<file path="src/tcp_ipv4_receive_filter_macros.svh">
// ----------------------------------------------------------------------------
// tcp_ipv4_receive_filter_macros
// Assertion helpers used by the receive filter top level.
// ----------------------------------------------------------------------------
`ifndef TCP_IPV4_RECEIVE_FILTER_MACROS_SVH
`define TCP_IPV4_RECEIVE_FILTER_MACROS_SVH

// Property must hold at every clock edge outside reset.
`define TCPF_ASSERT(lbl, clk, rst_n, prop, msg) \
  lbl: assert property (@(posedge clk) disable iff (!rst_n) prop) else $error(msg);

// Expression must never be true outside reset.
`define TCPF_ASSERT_NEVER(lbl, clk, rst_n, expr, msg) \
  lbl: assert property (@(posedge clk) disable iff (!rst_n) !(expr)) else $error(msg);

`endif

</file>
<file path="src/tcpf_pkg.sv">
// ----------------------------------------------------------------------------
// tcpf_pkg
// Shared types and constants for the TCP/IPv4 receive filter.
// ----------------------------------------------------------------------------
`default_nettype none

package tcpf_pkg;

  localparam int unsigned MaxFrameDefault = 2048;
  localparam int unsigned PosW = 12;
  localparam logic [PosW-1:0] PosMax = '1;

  // configuration register indexes
  localparam int unsigned CfgIdxW = 3;
  localparam logic [CfgIdxW-1:0] CfgLocalAddr  = 3'd0;
  localparam logic [CfgIdxW-1:0] CfgServerAddr = 3'd1;
  localparam logic [CfgIdxW-1:0] CfgLocalPort  = 3'd2;
  localparam logic [CfgIdxW-1:0] CfgServerPort = 3'd3;
  localparam logic [CfgIdxW-1:0] CfgInitSeq    = 3'd4;
  localparam int unsigned CfgDataW = 32;

  localparam logic [31:0] LocalAddrRst  = 32'h0A00_020F;
  localparam logic [31:0] ServerAddrRst = 32'h6814_179A;
  localparam logic [15:0] LocalPortRst  = 16'd49154;
  localparam logic [15:0] ServerPortRst = 16'd80;
  localparam logic [31:0] InitSeqRst    = 32'h1000_0000;

  // frame byte offsets
  localparam logic [PosW-1:0] PosEtherHi = 12'd12;
  localparam logic [PosW-1:0] PosEtherLo = 12'd13;
  localparam logic [PosW-1:0] PosVerIhl  = 12'd14;
  localparam logic [PosW-1:0] PosTotHi   = 12'd16;
  localparam logic [PosW-1:0] PosTotLo   = 12'd17;
  localparam logic [PosW-1:0] PosProto   = 12'd23;
  localparam logic [PosW-1:0] PosSrcAddr = 12'd26;
  localparam logic [PosW-1:0] PosSrcLast = 12'd29;
  localparam logic [PosW-1:0] PosDstAddr = 12'd30;
  localparam logic [PosW-1:0] PosDstLast = 12'd33;

  // TCP header byte offsets from the start of the TCP header
  localparam logic [3:0] TcpSrcPortHi = 4'd0;
  localparam logic [3:0] TcpSrcPortLo = 4'd1;
  localparam logic [3:0] TcpDstPortHi = 4'd2;
  localparam logic [3:0] TcpDstPortLo = 4'd3;
  localparam logic [3:0] TcpSeq0      = 4'd4;
  localparam logic [3:0] TcpSeq1      = 4'd5;
  localparam logic [3:0] TcpSeq2      = 4'd6;
  localparam logic [3:0] TcpSeq3      = 4'd7;
  localparam logic [3:0] TcpAck0      = 4'd8;
  localparam logic [3:0] TcpAck1      = 4'd9;
  localparam logic [3:0] TcpAck2      = 4'd10;
  localparam logic [3:0] TcpAck3      = 4'd11;
  localparam logic [3:0] TcpDataOff   = 4'd12;
  localparam logic [3:0] TcpFlags     = 4'd13;
  localparam logic [PosW-1:0] TcpHdrCapLen = 12'd14;

  localparam logic [7:0]  EtherTypeHi = 8'h08;
  localparam logic [7:0]  EtherTypeLo = 8'h00;
  localparam logic [7:0]  EthHdrLen   = 8'd14;
  localparam logic [12:0] MinFrameLen = 13'd54;
  localparam logic [7:0]  MinHdrLen   = 8'd20;
  localparam logic [3:0]  IpVersion4  = 4'd4;
  localparam logic [7:0]  ProtoTcp    = 8'd6;

  localparam int unsigned FlagSynBit = 1;
  localparam int unsigned FlagRstBit = 2;
  localparam int unsigned FlagAckBit = 4;

  typedef struct packed {
    logic [31:0] local_address;
    logic [31:0] server_address;
    logic [15:0] local_tcp_port;
    logic [15:0] server_tcp_port;
    logic [31:0] initial_sequence;
  } cfg_t;

  typedef struct packed {
    logic        oversize;
    logic        ethertype_match;
    logic [7:0]  ver_ihl;
    logic [15:0] total_length;
    logic        protocol_match;
    logic [1:0]  address_match;  // bit0 source, bit1 destination
    logic [1:0]  port_match;     // bit0 source, bit1 destination
    logic [31:0] sequence_num;
    logic [31:0] ack_num;
    logic [3:0]  data_offset;
    logic [7:0]  flags;
  } frame_t;

  typedef struct packed {
    logic        data_ok;
    logic        synack_ok;
    logic [31:0] peer_sequence;
    logic [31:0] ack_number;
    logic [7:0]  tcp_flags;
    logic [7:0]  payload_start;
    logic [11:0] payload_bytes;
  } result_t;

  // byte k of a 32-bit word, most significant first
  function automatic logic [7:0] byte_of32(input logic [31:0] w, input logic [1:0] k);
    logic [7:0] b;
    unique case (k)
      2'd0:    b = w[31:24];
      2'd1:    b = w[23:16];
      2'd2:    b = w[15:8];
      default: b = w[7:0];
    endcase
    return b;
  endfunction

endpackage

`default_nettype wire

</file>
<file path="src/tcpf_capture.sv">
// ----------------------------------------------------------------------------
// tcpf_capture
// Byte position counter and per-frame header capture and match state.
// ----------------------------------------------------------------------------
`default_nettype none

module tcpf_capture #(
  parameter int unsigned MAX_FRAME = tcpf_pkg::MaxFrameDefault
) (
  input  wire logic                        clk_i,
  input  wire logic                        rst_ni,
  input  wire logic                        step_i,
  input  wire logic                        last_i,
  input  wire logic [7:0]                  byte_i,
  input  wire tcpf_pkg::cfg_t              cfg_i,
  output      logic [tcpf_pkg::PosW-1:0]   pos_o,
  output      tcpf_pkg::frame_t            frame_o
);

  logic [tcpf_pkg::PosW-1:0] pos_q, pos_d;
  tcpf_pkg::frame_t          frame_q, frame_d;

  logic [6:0]                tcp_base;
  logic [tcpf_pkg::PosW-1:0] tcp_rel;
  logic [3:0]                rel;
  logic                      in_tcp;
  logic [1:0]                addr_k;
  logic                      eq;

  assign tcp_base = 7'(tcpf_pkg::EthHdrLen) + {1'b0, frame_q.ver_ihl[3:0], 2'b00};
  assign tcp_rel  = pos_q - tcpf_pkg::PosW'(tcp_base);
  assign rel      = tcp_rel[3:0];
  assign in_tcp   = (pos_q > tcpf_pkg::PosVerIhl) && (pos_q >= tcpf_pkg::PosW'(tcp_base))
                    && (tcp_rel < tcpf_pkg::TcpHdrCapLen);

  always_comb begin
    frame_d  = frame_q;
    addr_k   = 2'(pos_q - tcpf_pkg::PosSrcAddr);
    eq       = 1'b0;

    frame_d.oversize = frame_q.oversize | (pos_q >= tcpf_pkg::PosW'(MAX_FRAME));

    if (pos_q == tcpf_pkg::PosEtherHi) begin
      frame_d.ethertype_match = (byte_i == tcpf_pkg::EtherTypeHi);
    end
    if (pos_q == tcpf_pkg::PosEtherLo) begin
      frame_d.ethertype_match = frame_q.ethertype_match & (byte_i == tcpf_pkg::EtherTypeLo);
    end
    if (pos_q == tcpf_pkg::PosVerIhl) begin
      frame_d.ver_ihl = byte_i;
    end
    if (pos_q == tcpf_pkg::PosTotHi) begin
      frame_d.total_length[15:8] = byte_i;
    end
    if (pos_q == tcpf_pkg::PosTotLo) begin
      frame_d.total_length[7:0] = byte_i;
    end
    if (pos_q == tcpf_pkg::PosProto) begin
      frame_d.protocol_match = (byte_i == tcpf_pkg::ProtoTcp);
    end

    // address compares: first byte restarts the match bit
    if (pos_q >= tcpf_pkg::PosSrcAddr && pos_q <= tcpf_pkg::PosSrcLast) begin
      eq = (tcpf_pkg::byte_of32(cfg_i.server_address, addr_k) == byte_i);
      frame_d.address_match[0] = (pos_q == tcpf_pkg::PosSrcAddr) ? eq
                                 : (frame_q.address_match[0] & eq);
    end
    if (pos_q >= tcpf_pkg::PosDstAddr && pos_q <= tcpf_pkg::PosDstLast) begin
      eq = (tcpf_pkg::byte_of32(cfg_i.local_address, addr_k) == byte_i);
      frame_d.address_match[1] = (pos_q == tcpf_pkg::PosDstAddr) ? eq
                                 : (frame_q.address_match[1] & eq);
    end

    if (in_tcp) begin
      unique case (rel)
        tcpf_pkg::TcpSrcPortHi: begin
          frame_d.port_match[0] = (cfg_i.server_tcp_port[15:8] == byte_i);
        end
        tcpf_pkg::TcpSrcPortLo: begin
          frame_d.port_match[0] = frame_q.port_match[0] & (cfg_i.server_tcp_port[7:0] == byte_i);
        end
        tcpf_pkg::TcpDstPortHi: begin
          frame_d.port_match[1] = (cfg_i.local_tcp_port[15:8] == byte_i);
        end
        tcpf_pkg::TcpDstPortLo: begin
          frame_d.port_match[1] = frame_q.port_match[1] & (cfg_i.local_tcp_port[7:0] == byte_i);
        end
        tcpf_pkg::TcpSeq0, tcpf_pkg::TcpSeq1, tcpf_pkg::TcpSeq2, tcpf_pkg::TcpSeq3: begin
          frame_d.sequence_num = {frame_q.sequence_num[23:0], byte_i};
        end
        tcpf_pkg::TcpAck0, tcpf_pkg::TcpAck1, tcpf_pkg::TcpAck2, tcpf_pkg::TcpAck3: begin
          frame_d.ack_num = {frame_q.ack_num[23:0], byte_i};
        end
        tcpf_pkg::TcpDataOff: begin
          frame_d.data_offset = byte_i[7:4];
        end
        tcpf_pkg::TcpFlags: begin
          frame_d.flags = byte_i;
        end
        default: begin
        end
      endcase
    end
  end

  assign pos_d = (pos_q == tcpf_pkg::PosMax) ? pos_q : pos_q + 1'b1;

  always_ff @(posedge clk_i or negedge rst_ni) begin
    if (!rst_ni) begin
      pos_q   <= '0;
      frame_q <= '0;
    end else if (step_i) begin
      if (last_i) begin
        pos_q   <= '0;
        frame_q <= '0;
      end else begin
        pos_q   <= pos_d;
        frame_q <= frame_d;
      end
    end
  end

  assign pos_o   = pos_q;
  assign frame_o = frame_d;

endmodule

`default_nettype wire

</file>
<file path="src/tcpf_verdict.sv">
// ----------------------------------------------------------------------------
// tcpf_verdict
// Data and SYN-ACK verdicts and payload bounds for the closing byte.
// ----------------------------------------------------------------------------
`default_nettype none

module tcpf_verdict (
  input  wire logic [tcpf_pkg::PosW-1:0] pos_i,
  input  wire tcpf_pkg::frame_t          frame_i,
  input  wire tcpf_pkg::cfg_t            cfg_i,
  output      tcpf_pkg::result_t         res_o
);

  logic [12:0] frame_len;
  logic [5:0]  ihl_bytes;
  logic [5:0]  thl_bytes;
  logic [6:0]  tcp_base;
  logic [7:0]  hdr_end;
  logic [16:0] ip_end;
  logic [31:0] ack_expect;
  logic        common_ok;
  logic        data_ok;
  logic        synack_ok;

  assign frame_len  = {1'b0, pos_i} + 13'd1;
  assign ihl_bytes  = {frame_i.ver_ihl[3:0], 2'b00};
  assign thl_bytes  = {frame_i.data_offset, 2'b00};
  assign tcp_base   = 7'(tcpf_pkg::EthHdrLen) + {1'b0, ihl_bytes};
  assign hdr_end    = {1'b0, tcp_base} + {2'b00, thl_bytes};
  assign ip_end     = 17'(tcpf_pkg::EthHdrLen) + {1'b0, frame_i.total_length};
  assign ack_expect = cfg_i.initial_sequence + 32'd1;

  assign common_ok = !frame_i.oversize
                     && (frame_len >= tcpf_pkg::MinFrameLen)
                     && frame_i.ethertype_match
                     && (frame_i.ver_ihl[7:4] == tcpf_pkg::IpVersion4)
                     && ({2'b00, ihl_bytes} >= tcpf_pkg::MinHdrLen)
                     && frame_i.protocol_match
                     && (&frame_i.address_match)
                     && (&frame_i.port_match)
                     && ({2'b00, thl_bytes} >= tcpf_pkg::MinHdrLen);

  assign data_ok = common_ok
                   && ({1'b0, frame_i.total_length}
                       >= (17'(ihl_bytes) + 17'(tcpf_pkg::MinHdrLen)))
                   && ({4'b0000, frame_len} >= ip_end)
                   && ({9'd0, hdr_end} <= ip_end);

  assign synack_ok = common_ok
                     && (frame_len >= (13'(tcp_base) + 13'(tcpf_pkg::MinHdrLen)))
                     && frame_i.flags[tcpf_pkg::FlagSynBit]
                     && frame_i.flags[tcpf_pkg::FlagAckBit]
                     && !frame_i.flags[tcpf_pkg::FlagRstBit]
                     && (frame_i.ack_num == ack_expect);

  always_comb begin
    res_o.data_ok       = data_ok;
    res_o.synack_ok     = synack_ok;
    res_o.peer_sequence = frame_i.sequence_num;
    res_o.ack_number    = frame_i.ack_num;
    res_o.tcp_flags     = frame_i.flags;
    res_o.payload_start = data_ok ? hdr_end : '0;
    res_o.payload_bytes = data_ok ? 12'(ip_end - {9'd0, hdr_end}) : '0;
  end

endmodule

`default_nettype wire

</file>
<file path="src/tcp_ipv4_receive_filter.sv">
// ----------------------------------------------------------------------------
// tcp_ipv4_receive_filter
// Byte-stream TCP/IPv4 header filter with data and SYN-ACK verdicts.
// ----------------------------------------------------------------------------
// Usage:
//   Frame bytes enter on the in channel (in_valid_i / in_stall_o), one byte per
//   transaction, first Ethernet byte first, last_byte_i set on the final byte.
//   Each closing byte produces exactly one result transaction on the out
//   channel (out_valid_o / out_stall_i); other bytes produce none.
//   Throughput: one byte per clock while no closing byte waits for the result
//   slot. Each byte is registered at the input, parsed by one level of compare
//   logic against the frame state and, on the closing byte, the verdict lands
//   in the result register, from which the result is presented.
//   When the receiver stalls, the held result stays put and bytes keep
//   flowing; only a second closing byte waits in the input register until the
//   held result is taken, which then stalls the sender.
//   Configuration registers are written through cfg_we_i / cfg_idx_i /
//   cfg_wdata_i while the block is idle; unknown indexes are ignored.
//   Reset clears the frame state, the pipeline valids and loads the
//   register defaults. No clearing pass is needed.
// ----------------------------------------------------------------------------
`default_nettype none

module tcp_ipv4_receive_filter #(
  parameter int unsigned MAX_FRAME = tcpf_pkg::MaxFrameDefault
) (
  input  wire logic                           clk_i,
  input  wire logic                           rst_ni,
  input  wire logic                           cfg_we_i,
  input  wire logic [tcpf_pkg::CfgIdxW-1:0]   cfg_idx_i,
  input  wire logic [tcpf_pkg::CfgDataW-1:0]  cfg_wdata_i,
  input  wire logic                           in_valid_i,
  output      logic                           in_stall_o,
  input  wire logic [7:0]                     data_byte_i,
  input  wire logic                           last_byte_i,
  output      logic                           out_valid_o,
  input  wire logic                           out_stall_i,
  output      logic                           data_ok_o,
  output      logic                           synack_ok_o,
  output      logic [31:0]                    peer_sequence_o,
  output      logic [31:0]                    ack_number_o,
  output      logic [7:0]                     tcp_flags_o,
  output      logic [7:0]                     payload_start_o,
  output      logic [11:0]                    payload_bytes_o
);

  tcpf_pkg::cfg_t    cfg_q;
  logic              in_vld_q;
  logic [7:0]        byte_q;
  logic              last_q;
  logic              out_vld_q;
  tcpf_pkg::result_t res_q;
  tcpf_pkg::result_t res_d;

  logic                      in_accept;
  logic                      advance;
  logic [tcpf_pkg::PosW-1:0] pos;
  tcpf_pkg::frame_t          frame;

  // configuration registers
  always_ff @(posedge clk_i or negedge rst_ni) begin
    if (!rst_ni) begin
      cfg_q.local_address    <= tcpf_pkg::LocalAddrRst;
      cfg_q.server_address   <= tcpf_pkg::ServerAddrRst;
      cfg_q.local_tcp_port   <= tcpf_pkg::LocalPortRst;
      cfg_q.server_tcp_port  <= tcpf_pkg::ServerPortRst;
      cfg_q.initial_sequence <= tcpf_pkg::InitSeqRst;
    end else if (cfg_we_i) begin
      unique case (cfg_idx_i)
        tcpf_pkg::CfgLocalAddr:  cfg_q.local_address    <= cfg_wdata_i;
        tcpf_pkg::CfgServerAddr: cfg_q.server_address   <= cfg_wdata_i;
        tcpf_pkg::CfgLocalPort:  cfg_q.local_tcp_port   <= cfg_wdata_i[15:0];
        tcpf_pkg::CfgServerPort: cfg_q.server_tcp_port  <= cfg_wdata_i[15:0];
        tcpf_pkg::CfgInitSeq:    cfg_q.initial_sequence <= cfg_wdata_i;
        default: begin
        end
      endcase
    end
  end

  // a non-closing byte always moves on; a closing byte needs a free result slot
  assign advance    = in_vld_q && (!last_q || !out_vld_q || !out_stall_i);
  assign in_stall_o = in_vld_q && !advance;
  assign in_accept  = in_valid_i && !in_stall_o;

  always_ff @(posedge clk_i or negedge rst_ni) begin
    if (!rst_ni) begin
      in_vld_q <= 1'b0;
    end else if (in_accept) begin
      in_vld_q <= 1'b1;
    end else if (advance) begin
      in_vld_q <= 1'b0;
    end
  end

  always_ff @(posedge clk_i) begin
    if (in_accept) begin
      byte_q <= data_byte_i;
      last_q <= last_byte_i;
    end
  end

  tcpf_capture #(
    .MAX_FRAME (MAX_FRAME)
  ) u_capture (
    .clk_i   (clk_i),
    .rst_ni  (rst_ni),
    .step_i  (advance),
    .last_i  (last_q),
    .byte_i  (byte_q),
    .cfg_i   (cfg_q),
    .pos_o   (pos),
    .frame_o (frame)
  );

  tcpf_verdict u_verdict (
    .pos_i   (pos),
    .frame_i (frame),
    .cfg_i   (cfg_q),
    .res_o   (res_d)
  );

  always_ff @(posedge clk_i or negedge rst_ni) begin
    if (!rst_ni) begin
      out_vld_q <= 1'b0;
    end else if (advance && last_q) begin
      out_vld_q <= 1'b1;
    end else if (!out_stall_i) begin
      out_vld_q <= 1'b0;
    end
  end

  always_ff @(posedge clk_i) begin
    if (advance && last_q) begin
      res_q <= res_d;
    end
  end

  assign out_valid_o     = out_vld_q;
  assign data_ok_o       = res_q.data_ok;
  assign synack_ok_o     = res_q.synack_ok;
  assign peer_sequence_o = res_q.peer_sequence;
  assign ack_number_o    = res_q.ack_number;
  assign tcp_flags_o     = res_q.tcp_flags;
  assign payload_start_o = res_q.payload_start;
  assign payload_bytes_o = res_q.payload_bytes;

  `include "tcp_ipv4_receive_filter_macros.svh"

  `TCPF_ASSERT(a_close_loads_result, clk_i, rst_ni, (advance && last_q) |=> out_vld_q, "closing byte did not load a result")
  `TCPF_ASSERT_NEVER(a_stall_only_on_full, clk_i, rst_ni, in_stall_o && !(in_vld_q && last_q && out_vld_q && out_stall_i), "input stalled without a held result")
  `TCPF_ASSERT(a_payload_zero_on_reject, clk_i, rst_ni, (out_vld_q && !res_q.data_ok) |-> (res_q.payload_start == 8'd0 && res_q.payload_bytes == 12'd0), "payload bounds set on rejected frame")
  `TCPF_ASSERT(a_synack_flags, clk_i, rst_ni, (out_vld_q && res_q.synack_ok) |-> (res_q.tcp_flags[tcpf_pkg::FlagSynBit] && res_q.tcp_flags[tcpf_pkg::FlagAckBit] && !res_q.tcp_flags[tcpf_pkg::FlagRstBit]), "SYN-ACK verdict with wrong flags")

endmodule

`default_nettype wire

</file>
<file path="config.mk">
export PLATFORM = sky130hd
export DESIGN_NAME = tcp_ipv4_receive_filter
export DESIGN_NICKNAME = d
export VERILOG_FILES = /design/src/tcpf_pkg.sv /design/src/tcpf_capture.sv /design/src/tcpf_verdict.sv /design/src/tcp_ipv4_receive_filter.sv
export VERILOG_INCLUDE_DIRS = /design/src /design/src/src
export SDC_FILE = /design/constraint.sdc
export NUM_CORES = 1
export LEC_CHECK = 0
export ABC_AREA = 1
export ABC_CLOCK_PERIOD_IN_PS = 5820
export BUFFER_PORTS_ARGS = -buffer_cell sky130_fd_sc_hd__buf_2
export CAP_MARGIN = 20
export CORE_ASPECT_RATIO = 0.75
export CORE_UTILIZATION = 45
export CTS_BUF_LIST = sky130_fd_sc_hd__clkbuf_16
export DETAILED_ROUTE_END_ITERATION = 8
export PLACE_DENSITY_LB_ADDON = 0.05
export SLEW_MARGIN = 0
export SYNTH_ARGS = -nofsm -noshare
export SYNTH_HDL_FRONTEND = slang
export SYNTH_SLANG_ARGS = --single-unit
</file>
<file path="constraint.sdc">
create_clock -name clk_i -period 5.82 [get_ports clk_i]
set_clock_uncertainty 0.2 [all_clocks]
set_input_delay 0.291 -clock clk_i [delete_from_list [all_inputs] [get_ports clk_i]]
set_output_delay 0.291 -clock clk_i [all_outputs]
set_load 0.01 [all_outputs]
</file>
; ---- After elaboration in Yosys (flattened, before gate mapping)
; Cells that the tools add are included.
[totals]
input_bits = 49
elab_cells = 177
out_inout_bits = 96
register_bits = 352
[op_classes]
bitwise = 6
eq_ne = 40
muxes = 28
order_cmp = 15
n_reduce_logical = 48
n_addsub = 12
[op_table]
columns = cell, n
row1 = 107-bit two-way mux, 1
row2 = 78-bit two-way mux, 1
row3 = 32-bit two-way mux, 2
row4 = 12-bit by 5-bit == test with 1-bit output (second input constant), 5
row5 = 8-bit == test, 6
row6 = 8-bit two-way mux, 6
row7 = 8-bit one-hot mux with 3 select lines, 2
row8 = 12-bit by 4-bit == test with 1-bit output (second input constant), 3
row9 = 32-bit by 1-bit adder with 32-bit output (second input constant), 1
row10 = 32-bit == test, 1
row11 = 4-bit == test (second input constant), 6
row12 = 12-bit by 5-bit greater-or-equal comparator with 1-bit output (second input constant), 2
row13 = 1-bit logical AND, 24
row14 = 12-bit two-way mux, 2
row15 = 4-bit by 3-bit == test with 1-bit output (second input constant), 5
row16 = 4-bit by 16-bit adder with 17-bit output (first input constant), 1
row17 = 13-bit by 17-bit greater-or-equal comparator with 1-bit output, 1
row18 = 16-bit by 17-bit greater-or-equal comparator with 1-bit output, 1
row19 = 8-bit by 17-bit less-or-equal comparator with 1-bit output, 1
row20 = 2-bit AND reduction, 8
row21 = 4-bit by 6-bit adder with 7-bit output (first input constant), 2
row22 = 12-bit by 1-bit adder with 13-bit output (second input constant), 1
row23 = 13-bit greater-or-equal comparator, 1
row24 = 13-bit by 6-bit greater-or-equal comparator with 1-bit output (second input constant), 1
row25 = 39 further kinds, 65

; ---- Longest topological paths before layout
; Gate-level depths: netlist of run 1.
[logic_depth]
depth_word = 17
mapped_depth = 38
mapped_depth_nobuf = 37

; ---- By module
; Synthesis of run 1 repeated with hierarchy kept, for this count alone.
[hier_totals]
hier_cells = 2778
hier_area_um2 = 21451.8
[by_module_without_submodules]
columns = module, cells_each, seq_area_each_um2, instances, area_each_um2
row1 = tcpf_capture, 1345, 2977.9, 1, 8887.3
row2 = tcp_ipv4_receive_filter, 643, 6378.6, 1, 8190.4
row3 = tcpf_verdict, 790, 0.0, 1, 4374.2

; ---- Least setup slack after synthesis of run 1
; Ideal clock, no wire load.
[synth_path]
path_type = flip-flop to flip-flop
start = register u_capture.frame_q[97] (netlist name)
end = register res_q, in the netlist payload_bytes_o[11] (data pin)
setup_ns = 0.256
arrival_time_ns = 4.439
required_ns = 5.364
period_less_slack_ns = 4.895
path_stages_with_launch = 31
path_buffers = 0
path_slack_ns = 0.925
cell_sequence = dfrtp_1 > inv_1 > ha_1 > xor2_1 > ha_1 > or2_2 > nand3b_1 > nand2_1 > nor2_1 > nand3_1 > nor2_4 > nand3_2 > inv_1 > nand2_1 > o21ai_0 > inv_1 > ha_1 > a21oi_1 > nand2_1 > or2_2 > nand2_1 > ha_1 > nand2_1 > nor2_1 > a211oi_1 > a21oi_1 > nor3_1 > nand2_1 > xor2_1 > inv_1 > nor2_1
[synth_between]
elab_chain_cells = 11
word_cells_on_any_way = 33
classes_between = add/sub (6) / order compare (6) / eq/ne (4) / mux (5) / reduce/logical (12)
[synth_lines]
columns = element, line
row1 = "start, declared", tcpf_capture.sv:21  ; tcpf_pkg::frame_t frame_q, frame_d;
row2 = "start signal, assigned", tcpf_capture.sv:118  ; frame_q <= frame_d;
row3 = branches (longest 11 deep; another with 8-bit by 17-bit less-or-equal comparator with 1-bit output), n/a
row4 = "end signal, assigned", tcp_ipv4_receive_filter.sv:135  ; res_q <= res_d;
row5 = "end, declared", tcp_ipv4_receive_filter.sv:52  ; tcpf_pkg::result_t res_q;
; Parallel ways; which one is timed is not known.
; A chain may end at the register's enable or synchronous reset.

; ---- Final worst setup path of run 1
[layout_path]
start = register u_capture.frame_q[97] (netlist name)
end = register res_q, in the netlist payload_bytes_o[0] (data pin)
[layout_between]
elab_chain_cells = 11
word_cells_on_any_way = 32
classes_between = add/sub (5) / order compare (6) / eq/ne (4) / mux (5) / reduce/logical (12)
[layout_lines]
columns = element, line
row1 = branches (longest 10 deep; another with 8-bit by 17-bit less-or-equal comparator with 1-bit output), n/a
row2 = 1-bit logical AND *, tcpf_verdict.sv:47  ; && ({9'd0, hdr_end} <= ip_end);
; Mark *: on every way between the ends.

==> impl_results.md, run 1 <==
- Outcome: completed
- Slew @ Worst Pin: about 1 ns
- Post-Syn Instances: ~2400
- Largest net degree at the start of global routing: about 180
- CTS root buffer: clkbuf_16
- Final hold viol count: 0
- Pwr per Cell Area: between 200 and 300 nW/um2
- CTS clk-pin slew, worst paths: ~0.060 ns
- Slowest-stage cell, CP: dfrtp_1
- Cell Area, Synth: around 20000 um2
- Post-synth ARST share: a little under three quarters
- Cell Rows: 65
- Share of the synthesized area in the top cell type: between 20% and 30%
- Static leakage: 11.3 nW
- Element type at the critical path end: register
- Post-route minimum period: 5.36 ns
- EDFF count, synth: 102
- Crit Path Max Fanout: 19
- Most frequent cells in the layout: nand2_1, inv_1, dfrtp_1, o21ai_0, buf_2
- RSZ-0062 raised after global routing: false
- Cell family with most CP delay: simple AND/OR/NAND/NOR gates
- F_max: about 190 MHz
- Clock sinks: roughly 350
- Ports: around 150
- Yosys top cell by area: dfrtp_1
- Final Max Slew Viols: 0
- Pre-antenna DRT Iters: 8
- Core ar.: between 40000 and 50000 um2
- Via count: approximately 17000
- Skew-Pair Late Insertion Delay: between 0.5 and 0.6 ns
- Synth cell types: 61
- Top cells by area, synth: dfrtp_1, edfxtp_1, nand2_1
- Crit start category: register
- HPWL Detailed: approximately 43000 um
- Worst R2R Setup Slack: 0.46 ns
- Die area: approximately 44000 um2
- Most common flop cell mapped by yosys: dfrtp_1
- Port Buffers: around 140
- Most common cell after layout, fill and taps aside: nand2_1
- Chip height: 183 um
- Rel. slew slack: 33.4%
- Max Cap Viol: 0
- Min-Delay Path Class: in -> reg
- Flops & latches, synth: between 300 and 400
- # nets final: approximately 2700
- Syn nets: around 2500
- Clock tree from TritonCTS: done
- Fin Setup TNS: 0 ns
- Crit path kind: reg -> reg
- Cell repeated most along the worst path: nand2_1
- # DRC: 0
- Area delta synth->final: 15.5%
- Vias/cell: 5.32
- Sequential area share after synthesis: between 40 and 50%
- H-tree levels: 2
- GRT Total Usage: between 20% and 30%
- Worst IR Drop VDD: 0.226 mV
- Vias in the first global route: 16000
- First-pass GRT wire length: 94200 um
- Antenna Violating Nets Remaining: 0
- Routability congestion estimate from global placement: between 0.9 and 1
- Final core occ: 53.2%
- Mapped Avg Cell Area: just over 8 um2
- Crit-path max cell delay: slightly above 0.4 ns
- Clock Tree Buf Depth: 3
- Buf/Inv on CP: 4
- WP data required: approximately 6 ns
- Synth warn: 0
- Initial antenna violation count: 2
- Drt initial violations: approximately 1500
- Die Wd: roughly 240 um
- Final Setup Violations: 0
- Detailed-route wire length: 61000 um
- Number of buffers created by CTS: 39
- Worst Setup Slack, final: roughly 0.46 ns
- Initial Util: 46.1%
- WP data arrival: ~5.5 ns
- GRT overflow: 0
- Pre-CTS setup slack: approximately 0.41 ns
- Tcrit/Tclk final: 92.2%
- Wire per inst: ~19 um
- Layout cells sized above 1: 13.1%
## worst reg2reg max path: cells and delay by family, from the launching register on
family          cells  cell delay (ns)
flops               1             0.41
fa+ha+maj           4             1.20
buf+inv             4             0.46
xor+xnor            1             0.17
compound gates      2             0.27
simple gates       21             2.41
## synthesized netlist by cell type (4+ instances only)
master	number
a21oi_1	39
a221oi_1	4
a22o_1	6
buf_2	17
buf_6	6
clkbuf_1	67
clkinv_1	4
dfrtp_1	223
dfstp_2	26
edfxtp_1	102
ha_1	57
inv_1	334
inv_2	8
nand2_1	681
nand2_2	13
nand3_1	94
nand3_2	4
nand3b_1	21
nand4_1	69
nor2_1	118
nor2_2	8
nor2_4	13
nor3_1	38
nor4_1	7
o211ai_1	12
o21ai_0	218
o21ai_1	8
o21ai_2	5
o22ai_1	91
or2_2	7
xnor2_1	13
xor2_1	52
## sequential cells by signal, summed over array words and instances, names as in the netlist
signal	count
out_valid_o	1
payload_start_o	7
payload_bytes_o	12
byte_q	8
peer_sequence_o	32
in_vld_q	1
ack_number_o	32
data_ok_o	1
u_capture.frame_q	107
last_q	1
tcp_flags_o	8
cfg_q	128
synack_ok_o	1
u_capture.pos_o	12
## per-layer routing
layer	vias to the layer above	track usage, %	share of wire [%]
met4	0	5.38	1.4
met2	490	39.6	42
met3	61	5.60	7.3
li1	8258	-	-
met1	8136	43.0	50
met5	-	0	0
## what timing repair did
item                                    CTS  global route
endpoints found under the setup margin    0            20
hold buffers                             43             0
buffers inserted                          0             1
gates resized for setup                   0             4
hold endpoints to repair                184             0
## cell families (layout without fill, tap and decap cells)
kind of cell / Yosys count / after routing / share of synthesized area [%]
and+or+nand+nor: 1087 / 1087 / 24.7
buffers and inverters: 442 / 646 / 9.04
AOI/OAI and AO/OA: 405 / 405 / 11.9
DFF: 351 / 351 / 47.7
xor gates and xnor gates: 66 / 66 / 2.99
adders and majority gates: 58 / 58 / 3.75
other: 1 / 2 / 0.0192
## through the flow
step / instance area (um2) / cells / hold WS, ns / power [mW]
floorplan: 19600 / 2410 / -0.205 / 3.51
global placement: 20800 / 3063 / 0.125 / 3.87
detailed placement: 20800 / 3063 / 0.126 / 3.89
CTS: 22500 / 3178 / 0.00931 / 6.31
global route: 22600 / 3183 / 0.0167 / 6.56
finish: 22600 / 3184 / 0.00493 / 6.26
## area by class of cell
type,instances,area [um2]
clock inverter,32,211
sequential,351,9330
timing repair buffer,227,1550
multi-input combinational,1617,8490
inverter,347,1310
tap,569,712
clock buffer,40,1000
fill,4072,19900
antenna,1,2.50
## path summary, 6_finish.rpt
check | from | depth (start not counted) | to
worst min-delay path | cfg_wdata_i[5] | 3 | cfg_q[53]
min in group asynchronous | rst_ni | 2 | u_capture.pos_o[6]
worst max register to register | u_capture.frame_q[97] | 32 | payload_bytes_o[0]
worst min register to register | u_capture.frame_q[101] | 1 | u_capture.frame_q[101]
worst max-delay path | u_capture.frame_q[97] | 32 | payload_bytes_o[0]
max in group asynchronous | rst_ni | 3 | cfg_q[125]
## power by group
part           total (mW)  internal, mW  switching (mW)
logic               0.939         0.309           0.630
clock network        2.38          1.34            1.05
registers            2.94          2.77           0.172
Note: power is estimated with default switching activity, not from simulation.
==> run 2, diff against run 1 <==
Settings changed: ABC_CLOCK_PERIOD_IN_PS 5820 to 6400, CTS_BUF_LIST sky130_fd_sc_hd__clkbuf_16 to sky130_fd_sc_hd__clkbuf_4 sky130_fd_sc_hd__clkbuf_8 sky130_fd_sc_hd__clkbuf_16.
Clock period 5.82 ns to 6.4 ns, I/O delays scaled along.
==> run 2 against run 1 <==
Against the previous run:
- global-route usage rose by 0.19 points
- worst hold slack improved by 0.0032 ns
- sequential power down 8.8%
- sequential share of layout area is essentially flat
- non-clock buffer count is 15 lower
- worst setup slack better by 0.19 ns
- final cell count fell by 0.44%
- critical endpoint is now payload_start_o[2]
==> impl_results.md, run 2 (same netlist as run 1, synthesis figures left out) <==
- Cell family with most CP delay: simple AND/OR/NAND/NOR gates
- Register Area: around 9300 um2
- # DRC: 0
- Hold Crit Depth: 3
- Worst R2R Setup Slack: roughly 0.64 ns
- Min-Delay Path Class: in -> reg
- Number of buffers created by CTS: 40
- Post-route minimum period: around 5.8 ns
- Cell Rows: 65
- Cell repeated most along the worst path: nand2_1
- Slew @ Worst Pin: between 1 and 1.5 ns
- Most flop-heavy register: cfg_q
- Max FFs per register: 128
- Drt initial violations: approximately 1600
- Setup bufs post-CTS: 0
- Cts repair resizes: 0
- Final Setup Violations: 0
- Levels on crit path: 31
- HPWL Detailed: about 43000 um
- Layout cells sized above 1: between 10% and 20%
- Via count: between 15000 and 20000
- Die Wd: roughly 240 um
- First-pass GRT wire length: approximately 96000 um
- Clock tree from TritonCTS: done
- Antenna Violating Nets Remaining: 0
- Port Buffers: about 140
- Detailed-route wire length: 61200 um
- Crit Path Max Fanout: 19
- GRT Total Usage: 27.9%
- Fillers: ~4000
- Buf/Inv on CP: 3
- Fin Setup TNS: 0 ns
- Static leakage: approximately 11 nW
- Ports: about 150
- Area delta synth->final: 15.6%
- Core ar.: about 42000 um2
- PnR Total Power: just under 6 mW
- Crit start category: register
- CTS clk-pin slew, worst paths: around 0.060 ns
- Crit path kind: reg -> reg
- Initial antenna violation count: 0
- Initial Util: approximately 46%
- WP data required: around 6.6 ns
- Crit-path max cell delay: between 0.4 and 0.5 ns
- Most frequent cells in the layout: nand2_1, inv_1, dfrtp_1, o21ai_0, buf_2
- Worst IR Drop VDD: roughly 0.21 mV
- Outcome: completed
- Slowest-stage cell, CP: dfrtp_1
- Final Max Slew Viols: 0
- Clock sinks: between 300 and 400
- Top Registers: cfg_q: 128 flops, u_capture.frame_q: 107 flops
- Max Cap Viol: 0
- CTS root buffer: clkbuf_16
- Area taken by multi-input logic gates: ~8500 um2
- Pwr per Cell Area: 262 nW/um2
- Element type at the critical path end: register
- Largest net degree at the start of global routing: roughly 150
- Skew-Pair Late Insertion Delay: 0.57 ns
- GRT overflow: 0
- Vias in the first global route: approximately 16000
- Chip height: roughly 180 um
- Worst Reg2Reg Path Length in Cells: 31
- Pre-antenna DRT Iters: 7
- Number of diodes: 0
- Routability congestion estimate from global placement: around 0.97
- Die area: about 44000 um2
- RSZ-0062 raised after global routing: false
- H-tree levels: 2
- Rel. slew slack: 26.6%
- Tcrit/Tclk final: 89.9%
- Wire per inst: about 19 um
- Most common cell after layout, fill and taps aside: nand2_1
- Vias/cell: about 5.4
- # nets final: about 2700
- Final hold viol count: 0
- F_max: 174 MHz
- WP data arrival: between 5 and 6 ns
- Clock Tree Buf Depth: 3
## run 2: cell types whose count changed in the layout (fill, tap and decap cells not counted), sizes merged
cell         before  now
buf             183  171
dlygate4sd3      43   40
clkinvlp          2    1
clkbuf           41   62
inv             361  346
clkinv           14   11
diode             1    0
## run 2: timing repair
action / in CTS / in global routing
hold buffers: 40 / 0
hold endpoints to repair: 198 / 0
endpoints found under the setup margin: 0 / 0
## run 2: cell type report
class | instances | area share (%)
tap | 569 | 3.15
sequential | 351 | 41.2
inverter | 347 | 5.78
clock inverter | 13 | 0.664
clock buffer | 61 | 5.42
multi-input combinational | 1617 | 37.5
timing repair buffer | 212 | 6.27
## run 2: worst paths after layout
check                                            from               endpoint
worst max-delay path            u_capture.frame_q[97]     payload_start_o[2]
worst min-delay path                  cfg_wdata_i[11]              cfg_q[59]
worst max register to register  u_capture.frame_q[97]     payload_start_o[2]
worst min register to register   u_capture.frame_q[6]   u_capture.frame_q[6]
max in group asynchronous                      rst_ni              cfg_q[29]
min in group asynchronous                      rst_ni  u_capture.frame_q[69]
## run 2: worst reg2reg max path, delay by kind of cell, from the launching register on
kind                       cells  cell delay, ns
adders and majority gates      4            1.12
AOI/OAI and AO/OA              2            0.31
buffers and inverters          3            0.28
and+or+nand+nor               21            3.07
xor gates and xnor gates       1            0.16
DFF                            1            0.41
## run 2: power breakdown
group          switching [mW]  internal [mW]  leakage (nW)
sequential              0.160           2.52          4.23
clock                   0.984           1.42         0.693
combinational           0.576          0.278          6.39
## run 2: routing by layer
metal	vias to the layer above	GRT usage, %	share of wire, %
met4	0	4.91	1.3
met2	534	39.6	42
met1	8160	45.0	50
met3	61	3.60	6.8
met5	-	0	0
li1	8228	-	-
## run 2: through the flow
stage	utilization [%]	hold WS [ns]	cells	cell area [um2]	worst slack (ns)
floorplan	-	-0.176	2410	19600	1.50
global placement	48.9	0.253	3052	20700	0.901
detailed placement	49.0	0.248	3054	20800	0.766
CTS	53.2	0.00609	3168	22600	0.722
global route	53.3	0.0186	3170	22600	0.146
finish	53.3	0.00812	3170	22600	0.644
==> run 3, diff against run 2 <==
Settings changed: CORE_ASPECT_RATIO 0.75 to 0.6.
==> run 3 against run 2 <==
Against the previous run:
- combinational power decreased by 2%
- critical path depth is the same
- register-to-register slack gained 0.28 ns
- power fell by 1.3%
- final cell count is 0.25% lower
- core utilization shrank 0.18 points
- first-iteration DRC count decreased by 0.50%
- fmax is 5.1% higher
- clock power is 2% lower
- die area is essentially flat
- sequential power hardly changed
==> impl_results.md, run 3 (same netlist as run 1, synthesis figures left out) <==
- Pre-antenna DRT Iters: 5
- Detailed-route wire length: approximately 60000 um
- Internal Power: 4.17 mW
- Sequential Power Share: 45.7%
- Clock tree from TritonCTS: done
- Cell Rows: between 50 and 60
- Worst R2R Setup Slack: slightly above 0.9 ns
- FF-to-FF Start: u_capture.frame_q[97]
- CTS clk-pin slew, worst paths: approximately 0.060 ns
- Initial antenna violation count: 1
- Final hold viol count: 0
- Worst Reg2Reg Path Length in Cells: 31
- Worst IR Drop VDD: roughly 0.22 mV
- Most frequent cells in the layout: nand2_1, inv_1, dfrtp_1, o21ai_0, buf_2
- F_max: roughly 180 MHz
- Cell repeated most along the worst path: nand2_1
- Vias in the first global route: approximately 16000
- Crit start category: register
- Skew-Pair Late Insertion Delay: ~0.55 ns
- Sw power: ~1.7 mW
- Crit path launch: u_capture.frame_q[97]
- Number of diodes: 0
- Placed cell areas: 20700 um2
- GRT Total Usage: 27.1%
- Initial Util: around 46%
- WP data required: between 6 and 7 ns
- Final Max Slew Viols: 0
- Final core occ: a little over half
- Layout cells sized above 1: a little over an eighth
- Final Instance Area: between 20000 and 25000 um2
- Number of buffers created by CTS: 38
- Crit path kind: reg -> reg
- Slowest-stage cell, CP: dfrtp_1
- Die Wd: 271 um
- Rel. slew slack: about 31%
- Crit-path max cell delay: just over 0.4 ns
- Vias/cell: about 5.4
- Met3 usage: 4.40%
- HPWL Detailed: between 40000 and 50000 um
- Min-Delay Path Class: in -> reg
- Clock sinks: ~350
- Element type at the critical path end: register
- First-pass GRT wire length: slightly above 90000 um
- Post-route minimum period: roughly 5.5 ns
- Fin Setup TNS: 0 ns
- Die area: ~44000 um2
- Top Registers: cfg_q: 128 flops, u_capture.frame_q: 107 flops
- Routability congestion estimate from global placement: about 0.93
- Cts repair resizes: 0
- Crit Path Max Fanout: 19
- Slew @ Worst Pin: a little over 1 ns
- Core ar.: roughly 42000 um2
- Final Setup Violations: 0
- GRT overflow: 0
- # DRC: 0
- Crit path to: payload_start_o[6]
- H-tree levels: 2
- Gr busiest metal: met1
- Via count: between 15000 and 20000
- Largest net degree at the start of global routing: 148
- Logic gate share of total power: 14.3%
- Wire per inst: 19.0 um
- # nets final: around 2700
- RSZ-0062 raised after global routing: false
- Max FFs per register: ~130
- Static leakage: roughly 11 nW
- Outcome: completed
- Most common cell after layout, fill and taps aside: nand2_1
- Area delta synth->final: 15.0%
- Most flop-heavy register: cfg_q
- Met2 track demand over resource: between 30% and 40%
- WP data arrival: approximately 5.7 ns
- Antenna Violating Nets Remaining: 0
- Port Buffers: between 100 and 150
- CTS root buffer: clkbuf_16
- Chip height: around 160 um
- Global routing met1 resource utilization: ~43%
- Drt initial violations: ~1600
- Worst r2r dst: payload_start_o[6]
- Tcrit/Tclk final: 85.6%
- Final hold slack: between 0.01 and 0.015 ns
- Clock Tree Buf Depth: 3
- Ports: roughly 150
- Pwr per Cell Area: roughly 260 nW/um2
- Max Cap Viol: 0
- Sw frac: 28.9%
- Clock power frac: 40.0%
[run 3: cell types whose count changed in the layout (fill, tap and decap cells not counted), moves of 2 or more]
cell and delta:
clkbuf_4 -5, clkinv_2 +3, buf_4 -2, clkbuf_16 -2, dlygate4sd3_1 -2
[run 3: cell type report]
| cell class | instances | area, um2 |
|---|---|---|
| inverters | 347 | 1310 |
| clock inverters | 14 | 144 |
| repair buffers | 207 | 1350 |
| flip-flops and latches | 351 | 9330 |
| fillers | 4067 | 19900 |
| multi-input cells | 1617 | 8480 |
| clock buffers | 56 | 1180 |
| well taps | 570 | 713 |
[run 3: per-layer routing]
metal | routed length, um | part of all wire [%]
met3 | 4000 | 6.7
met2 | 24600 | 41
met1 | 30300 | 51
met5 | 13 | 0.022
met4 | 1040 | 1.7
[run 3: worst min path at each step]
stage / endpoint / cells past startpoint / slack [ns] / from
floorplan: cfg_q[0] / 0 / -0.18 / rst_ni
global placement: u_capture.frame_q[68] / 1 / 0.25 / rst_ni
detailed placement: u_capture.frame_q[64] / 1 / 0.25 / rst_ni
CTS: cfg_q[14] / 3 / 0.004 / cfg_wdata_i[14]
global route: cfg_q[17] / 3 / 0.008 / cfg_idx_i[2]
finish: cfg_q[17] / 3 / 0.01 / cfg_idx_i[2]
[run 3: repair_timing]
action | in CTS | in global routing
buffers inserted | 0 | 0
endpoints found under the hold margin | 185 | 1
hold buffers | 37 | 1
endpoints found under the setup margin | 0 | 0
[run 3: metrics by stage]
step	instances	worst slack [ns]	total power, mW
3_3_place_gp	3051	1.09	3.50
3_5_place_dp	3051	1.02	3.52
5_1_grt	3162	0.499	6.12
6_report	3162	0.924	5.86
4_1_cts	3158	0.982	5.89
2_1_floorplan	2410	1.50	3.19
[run 3: power by group through the flow]
| stage | clock, mW | combinational [mW] | sequential (mW) |
|---|---|---|---|
| floorplan | 0 | 0.518 | 2.67 |
| finish | 2.34 | 0.835 | 2.68 |
| global route | 2.47 | 0.943 | 2.70 |
| global placement | 0 | 0.792 | 2.71 |
| CTS | 2.39 | 0.825 | 2.67 |
| detailed placement | 0 | 0.803 | 2.71 |
[run 3: critical path: cells and delay by family (launching register included)]
family | cells | cell delay (ns)
fa+ha+maj | 4 | 1.13
xor+xnor | 1 | 0.17
buf+inv | 3 | 0.28
flops | 1 | 0.41
simple gates | 21 | 2.84
compound gates | 2 | 0.28
